===== src/rtl/bic_pkg.sv =====
// Shared types, offsets and a helper function for the banked interrupt controller.
package bic_pkg;

    localparam logic [1:0] KIND_READ  = 2'd0;
    localparam logic [1:0] KIND_WRITE = 2'd1;
    localparam logic [1:0] KIND_LINES = 2'd2;

    localparam logic [1:0] BANK_ZERO = 2'd0;
    localparam logic [1:0] BANK_ONE  = 2'd1;
    localparam logic [1:0] BANK_TWO  = 2'd2;

    localparam logic [5:0] OFF_PEND0 = 6'h00;
    localparam logic [5:0] OFF_PEND1 = 6'h04;
    localparam logic [5:0] OFF_PEND2 = 6'h08;
    localparam logic [5:0] OFF_EN0   = 6'h18;
    localparam logic [5:0] OFF_EN1   = 6'h10;
    localparam logic [5:0] OFF_EN2   = 6'h14;
    localparam logic [5:0] OFF_DIS0  = 6'h24;
    localparam logic [5:0] OFF_DIS1  = 6'h1c;
    localparam logic [5:0] OFF_DIS2  = 6'h20;

    // Bank-1 shortcut lines 7, 9, 10, 18, 19 and bank-2 lines 21 to 25 and 30.
    localparam logic [31:0] SC1_LINES = 32'h000c_0680;
    localparam logic [31:0] SC2_LINES = 32'h43e0_0000;

    localparam logic [6:0] IRQ_BASE1 = 7'd32;
    localparam logic [6:0] IRQ_BASE2 = 7'd64;

    typedef struct packed {
        logic [1:0]  kind;
        logic [5:0]  offset;
        logic [31:0] write_data;
        logic [1:0]  line_bank;
        logic [31:0] line_levels;
    } t_in;

    typedef struct packed {
        logic [31:0] read_data;
        logic [6:0]  active_irq;
        logic        irq_valid;
    } t_out;

    typedef struct packed {
        logic [7:0]  en0;
        logic [31:0] en1;
        logic [31:0] en2;
        logic [7:0]  raw0;
        logic [31:0] raw1;
        logic [31:0] raw2;
    } t_state;

    function automatic logic [4:0] lowest_bit(input logic [31:0] v);
        logic [4:0] r;
        r = '0;
        for (int i = 31; i >= 0; i--) begin
            if (v[i]) begin
                r = 5'(i);
            end
        end
        return r;
    endfunction

endpackage


===== src/rtl/banked_interrupt_controller_core.sv =====
// Top level of the banked interrupt controller: input stage, state and result register.
//
//  Channel  Signals                                  Payload
//  input    i_in_valid / o_in_ready                  i_in_data  (bic_pkg::t_in)
//  output   o_out_valid / i_out_ready                o_out_data (bic_pkg::t_out)
//
// Each transfer passes through the input register and then the result register, and one
// item is taken per cycle while the output is not stalled.
// The state registers update when an item moves from the input register to the result
// register, and the result reflects the state after that update.
// Reset clears the enable masks, raw levels and both valid flags.
// An output stall holds the result and backs up the input register one item later.
module banked_interrupt_controller_core (
    input  logic          i_clk,
    input  logic          i_rst_n,
    input  logic          i_in_valid,
    output logic          o_in_ready,
    input  bic_pkg::t_in  i_in_data,
    output logic          o_out_valid,
    input  logic          i_out_ready,
    output bic_pkg::t_out o_out_data
);
    import bic_pkg::*;

    logic   r_s1_valid;
    t_in    r_s1_item;
    logic   r_out_valid;
    t_out   r_out;
    logic   s1_adv;
    t_state next_state;
    t_out   result;

    assign s1_adv     = r_s1_valid && (!r_out_valid || i_out_ready);
    assign o_in_ready = !r_s1_valid || s1_adv;

    bic_regs u_regs (
        .i_clk   (i_clk),
        .i_rst_n (i_rst_n),
        .i_upd   (s1_adv),
        .i_item  (r_s1_item),
        .o_next  (next_state)
    );

    bic_prio u_prio (
        .i_item   (r_s1_item),
        .i_state  (next_state),
        .o_result (result)
    );

    always_ff @(posedge i_clk) begin
        if (!i_rst_n) begin
            r_s1_valid  <= 1'b0;
            r_out_valid <= 1'b0;
        end else begin
            if (o_in_ready) begin
                r_s1_valid <= i_in_valid;
            end
            if (s1_adv) begin
                r_out_valid <= 1'b1;
            end else if (i_out_ready) begin
                r_out_valid <= 1'b0;
            end
        end
    end

    always_ff @(posedge i_clk) begin
        if (o_in_ready && i_in_valid) begin
            r_s1_item <= i_in_data;
        end
        if (s1_adv) begin
            r_out <= result;
        end
    end

    assign o_out_valid = r_out_valid;
    assign o_out_data  = r_out;

endmodule


===== src/rtl/bic_regs.sv =====
// Enable masks and raw level registers with their write and update logic.
module bic_regs (
    input  logic            i_clk,
    input  logic            i_rst_n,
    input  logic            i_upd,
    input  bic_pkg::t_in    i_item,
    output bic_pkg::t_state o_next
);
    import bic_pkg::*;

    t_state r_state;
    t_state n_state;

    always_comb begin
        n_state = r_state;
        if (i_item.kind == KIND_WRITE) begin
            case (i_item.offset)
                OFF_EN0:  n_state.en0 = r_state.en0 | i_item.write_data[7:0];
                OFF_DIS0: n_state.en0 = r_state.en0 & ~i_item.write_data[7:0];
                OFF_EN1:  n_state.en1 = r_state.en1 | i_item.write_data;
                OFF_DIS1: n_state.en1 = r_state.en1 & ~i_item.write_data;
                OFF_EN2:  n_state.en2 = r_state.en2 | i_item.write_data;
                OFF_DIS2: n_state.en2 = r_state.en2 & ~i_item.write_data;
                default:  n_state = r_state;
            endcase
        end else if (i_item.kind == KIND_LINES) begin
            case (i_item.line_bank)
                BANK_ZERO: n_state.raw0 = i_item.line_levels[7:0];
                BANK_ONE:  n_state.raw1 = i_item.line_levels;
                BANK_TWO:  n_state.raw2 = i_item.line_levels;
                default:   n_state = r_state;
            endcase
        end
    end

    always_ff @(posedge i_clk) begin
        if (!i_rst_n) begin
            r_state <= '0;
        end else if (i_upd) begin
            r_state <= n_state;
        end
    end

    assign o_next = n_state;

endmodule


===== src/rtl/bic_prio.sv =====
// Pending word assembly, bus read decode and active interrupt priority encoder.
module bic_prio (
    input  bic_pkg::t_in    i_item,
    input  bic_pkg::t_state i_state,
    output bic_pkg::t_out   o_result
);
    import bic_pkg::*;

    logic [7:0]  p0;
    logic [31:0] p1;
    logic [31:0] p2;
    logic [31:0] stat;
    logic [31:0] sc1;
    logic [31:0] sc2;

    assign p0  = i_state.raw0 & i_state.en0;
    assign p1  = i_state.raw1 & i_state.en1;
    assign p2  = i_state.raw2 & i_state.en2;
    assign sc1 = p1 & SC1_LINES;
    assign sc2 = p2 & SC2_LINES;

    assign stat = {11'd0, p2[30], p2[25:21], p1[19:18], p1[10:9], p1[7],
                   |p2, |p1, p0};

    always_comb begin
        o_result.read_data = '0;
        if (i_item.kind == KIND_READ) begin
            case (i_item.offset)
                OFF_PEND0: o_result.read_data = stat;
                OFF_PEND1: o_result.read_data = p1;
                OFF_PEND2: o_result.read_data = p2;
                OFF_EN0:   o_result.read_data = {24'd0, i_state.en0};
                OFF_EN1:   o_result.read_data = i_state.en1;
                OFF_EN2:   o_result.read_data = i_state.en2;
                default:   o_result.read_data = '0;
            endcase
        end

        o_result.irq_valid  = |stat;
        o_result.active_irq = '0;
        if (|p0) begin
            o_result.active_irq = {2'd0, lowest_bit({24'd0, p0})};
        end else if (|sc1) begin
            o_result.active_irq = IRQ_BASE1 | {2'd0, lowest_bit(sc1)};
        end else if (|sc2) begin
            o_result.active_irq = IRQ_BASE2 | {2'd0, lowest_bit(sc2)};
        end else if (|p1) begin
            o_result.active_irq = IRQ_BASE1 | {2'd0, lowest_bit(p1)};
        end else if (|p2) begin
            o_result.active_irq = IRQ_BASE2 | {2'd0, lowest_bit(p2)};
        end
    end

endmodule


===== config.mk =====
export PLATFORM = sky130hd
export DESIGN_NAME = banked_interrupt_controller_core
export DESIGN_NICKNAME = d
export VERILOG_FILES = /design/src/rtl/bic_pkg.sv /design/src/rtl/banked_interrupt_controller_core.sv /design/src/rtl/bic_regs.sv /design/src/rtl/bic_prio.sv
export SDC_FILE = /design/constraint.sdc
export NUM_CORES = 1
export LEC_CHECK = 0
export BUFFER_PORTS_ARGS = -buffer_cell sky130_fd_sc_hd__buf_2
export CAP_MARGIN = 5
export CORE_AREA = 2 2 164 182
export CTS_BUF_LIST = sky130_fd_sc_hd__clkbuf_4 sky130_fd_sc_hd__clkbuf_8
export CTS_CLUSTER_DIAMETER = 100
export DETAILED_ROUTE_END_ITERATION = 10
export DIE_AREA = 0 0 166 184
export PLACE_DENSITY = 0.74
export REMOVE_ABC_BUFFERS = 1
export SYNTH_ARGS = -nofsm -noshare
export SYNTH_HDL_FRONTEND = slang
export SYNTH_SLANG_ARGS = --single-unit

===== constraint.sdc =====
create_clock -name i_clk -period 6 [get_ports i_clk]
set_input_delay 0 -clock i_clk [delete_from_list [all_inputs] [get_ports i_clk]]
set_output_delay 0 -clock i_clk [all_outputs]
set_load 0.02 [all_outputs]

==> impl_metrics.py <==
metrics = {
    "outcome": {
        "status": "finished, final reports clean",
    },
    "sta": {
        "slew_violations": 0,
        "finalClockSkew_ps": 25.4,
        "relSlewSlack": 0.166,
        "min_period_ps": 4460,
        "hold_violations": 0,
        "fin_setup_tns_ps": 0,
        "worst_pin_slew_ps": 1250,
        "fin_crit_sh": 0.743,
        "rsz0062_at_grt": "no",
        "fin_hold_ws_ps": 147,
        "setup_viol": 0,
        "fmax_ghz": 0.224,
    },
    "place": {
        "placed_cell_area_sq_um": 14900,
        "routabilityCongestion": 0.991,
        "port_buffers": 119,
        "place_inst": 1969,
        "hpwl_mm": 30.0,
    },
    "synthesis": {
        "yosysMostFrequentCell": "nand2_1",
        "synth.yosys.seq_area_share": 0.449,
        "synth-compound-area-share": 0.243,
        "synth_edf_count": 114,
        "postSynthCellCount": 1579,
        "synth_cell_type_count": 74,
        "synthTopCellsByArea": "edfxtp_1 (24%), dfxtp_1 (21%), a21oi_1 (5.8%)",
        "yosys_warnings": 0,
        "synthAdderAreaFrac": 0,
        "yosys-top-cells-count": "nand2_1 (190), a21oi_1 (165), dfxtp_1 (146)",
        "synthSimpleGateAreaFrac": 0.217,
        "syn_avg_cell_area_sq_um": 8.96,
        "synthXorXnorAreaFrac": 0,
        "muxShareOfSynthArea": 0.0482,
        "synth_area_sq_um": 14100,
        "async_reset_ff_frac": 0,
        "synth-main-ff-cell": "dfxtp_1",
        "synth_top_family_by_area": "compound AO/OA/AOI/OAI gates",
        "synth_top_cell_area_share": 0.242,
        "ys_ff_latch": 260,
        "yosysTopAreaCell": "edfxtp_1",
    },
    "global_route": {
        "busiest_layer": "met2",
        "grt_pass1_vias": 13200,
        "grt_max_degree": 86,
        "antenna_found_initial": 1,
        "met1_usage": 0.406,
        "grt_pass1_wl_mm": 73.1,
        "gr-usage-met2": 0.479,
        "grtUsageTotal": 0.300,
        "grt-ovfl-total": 0,
        "grt_use_met3": 0.0508,
    },
    "detailed_routing": {
        "drt-total-wl_mm": 46.8,
        "drt-wirelength-per-cell_microns": 22.0,
        "vias": 13600,
        "vias_per_cell": 6.40,
        "drtIter0Drc": 1605,
        "first_pass_iters": 8,
        "drc": 0,
        "ant_nets": 0,
    },
    "layout": {
        "fin_cells": 2129,
        "fillers": 2449,
        "fin_area_sq_um": 16800,
        "syn2layout_area_growth_pct": 18.4,
        "post-route-util": 0.587,
        "regArea_sq_um": 6350,
        "nNetsFinal": 1802,
        "multiInputGateArea_sq_um": 7230,
        "layout-drive-gt1-share": 0.163,
    },
    "worst_setup_path": {
        "crit_family": "compound AO/OA/AOI/OAI gates",
        "criticalPathCategory": "reg2reg",
        "crit_arrival_ps": 4810,
        "critPathMaxFanout": 25,
        "cp-end-kind": "register",
        "cp_data_required_time_ps": 6350,
        "cp_cell_sequence": "or4b_1, or3_1, a21oi_1, nor2_1, o311a_1, a2111oi_0, o211a_1, o2111ai_1, o311ai_1",
        "crit_buf_inv": 0,
        "cp_slowest_cell": "or4b_1",
        "cpPeakStageDelay_ps": 1060,
        "startpoint_type": "register",
    },
    "pwr": {
        "power_density_nw_per_um2": 251,
        "peakVddDrop_mv": 0.234,
        "p_leak_nw": 5.59,
    },
    "floorplan": {
        "die_area_sq_um": 30500,
        "core_area_sq_um": 28500,
        "design.portCount": 120,
        "num_rows": 65,
        "initial_core_util": 0.496,
        "die_h_microns": 184,
        "die_w_microns": 166,
    },
    "min_path": {
        "hold_path.class": "in2reg",
    },
    "clocking": {
        "cts_buffers": 44,
        "clock_latency_ps": 560,
        "clockBufferDepth": 3,
        "cts.repair.resized": 0,
        "clock_sinks": 260,
        "cts_setup_buffers": 0,
        "cts-root-buf": "clkbuf_8",
        "htreeDepth": 2,
        "path_clk_slew_ps": 60,
        "cts_tree": "done",
    },
    "job": {
        "cap_violations": 0,
    },
}
[cell usage in the layout, fill, tap and decap left out, drive strengths merged, types with 19 or more instances in the layout]
master / Yosys / layout
nand2: 190 / 190
nor4: 24 / 24
and2: 31 / 31
a21boi: 34 / 34
mux2i: 67 / 67
buf: 36 / 151
nand3: 72 / 72
nor3: 19 / 19
dlygate4sd3: 0 / 77
edfxtp: 114 / 114
dfxtp: 146 / 146
a21oi: 176 / 176
o31ai: 75 / 75
o21ai: 126 / 126
nand3b: 34 / 34
clkbuf: 93 / 71
or3: 65 / 65
a221oi: 22 / 22
nor2: 90 / 90
[state kept, by name, summed over array words and instances (netlist names)]
register and flops:
o_out_valid 1, r_s1_valid 1, r_s1_item 74, o_out_data 40
u_regs.r_state 144
[power by group]
| part | switching, mW | internal (mW) | leakage (nW) |
|---|---|---|---|
| Sequential | 0.0520 | 1.92 | 2.27 |
| Combinational | 0.230 | 0.140 | 2.77 |
| Clock | 0.730 | 1.14 | 0.557 |
| Total | 1.01 | 3.19 | 5.59 |
[what timing repair did]
item / CTS / global route
hold endpoints to repair: 76 / 0
hold buffers: 77 / 0
setup endpoints to repair: 0 / 0
[path summary, 6_finish.rpt]
path                                    from                               to  slack [ps]  cells past startpoint
max                  r_s1_item[69]$_DFFE_PP_          o_out_data[2]$_DFFE_PP_        1540                      9
max reg2reg          r_s1_item[69]$_DFFE_PP_          o_out_data[2]$_DFFE_PP_        1540                      9
min reg2reg  u_regs.r_state[51]$_SDFFE_PN0P_  u_regs.r_state[51]$_SDFFE_PN0P_         450                      2
min                                  i_rst_n         o_out_valid$_SDFFE_PN0P_         150                      3
[metal layers]
layer / wire, microns / up-vias / part of all wire
met2: 21200 / 838 / 0.45
met1: 18900 / 6427 / 0.41
met5: 16 / - / 0.00034
li1: - / 6181 / -
met4: 1790 / 2 / 0.038
met3: 4810 / 169 / 0.10
[worst register-to-register path, stage by stage, from the launching register on]
cell and delay, ps:
edfxtp_1 480, or4b_1 1060, or3_1 590, a21oi_1 660, nor2_1 180, o311a_1 160, a2111oi_0 560, o211a_1 320
o2111ai_1 150, o311ai_1 110
[cell type report]
type | instances | share of cell area
Antenna cell | 1 | 0.000149
Sequential cell | 260 | 0.379
Timing Repair Buffer | 228 | 0.0967
Tap cell | 368 | 0.0275
Multi-Input combinational cell | 1181 | 0.432
Clock buffer | 71 | 0.0520
Inverter | 9 | 0.00224
Clock inverter | 11 | 0.0108
[stage by stage]
stage          worst slack (ps)  power, mW
2_1_floorplan             -2160       2.18
3_3_place_gp               1710       2.32
3_5_place_dp               1670       2.33
4_1_cts                    1620       4.22
5_1_grt                    1230       4.35
6_report                   1540       4.21
[cell families (layout without fill, tap and decap cells)]
logic type	count (synthesis)	after routing
simple gates	586	586
compound gates	527	527
flops	260	260
buf+inv	138	319
mux	68	68
other cells	0	1
No activity file was read; power rests on OpenSTA's default activity.
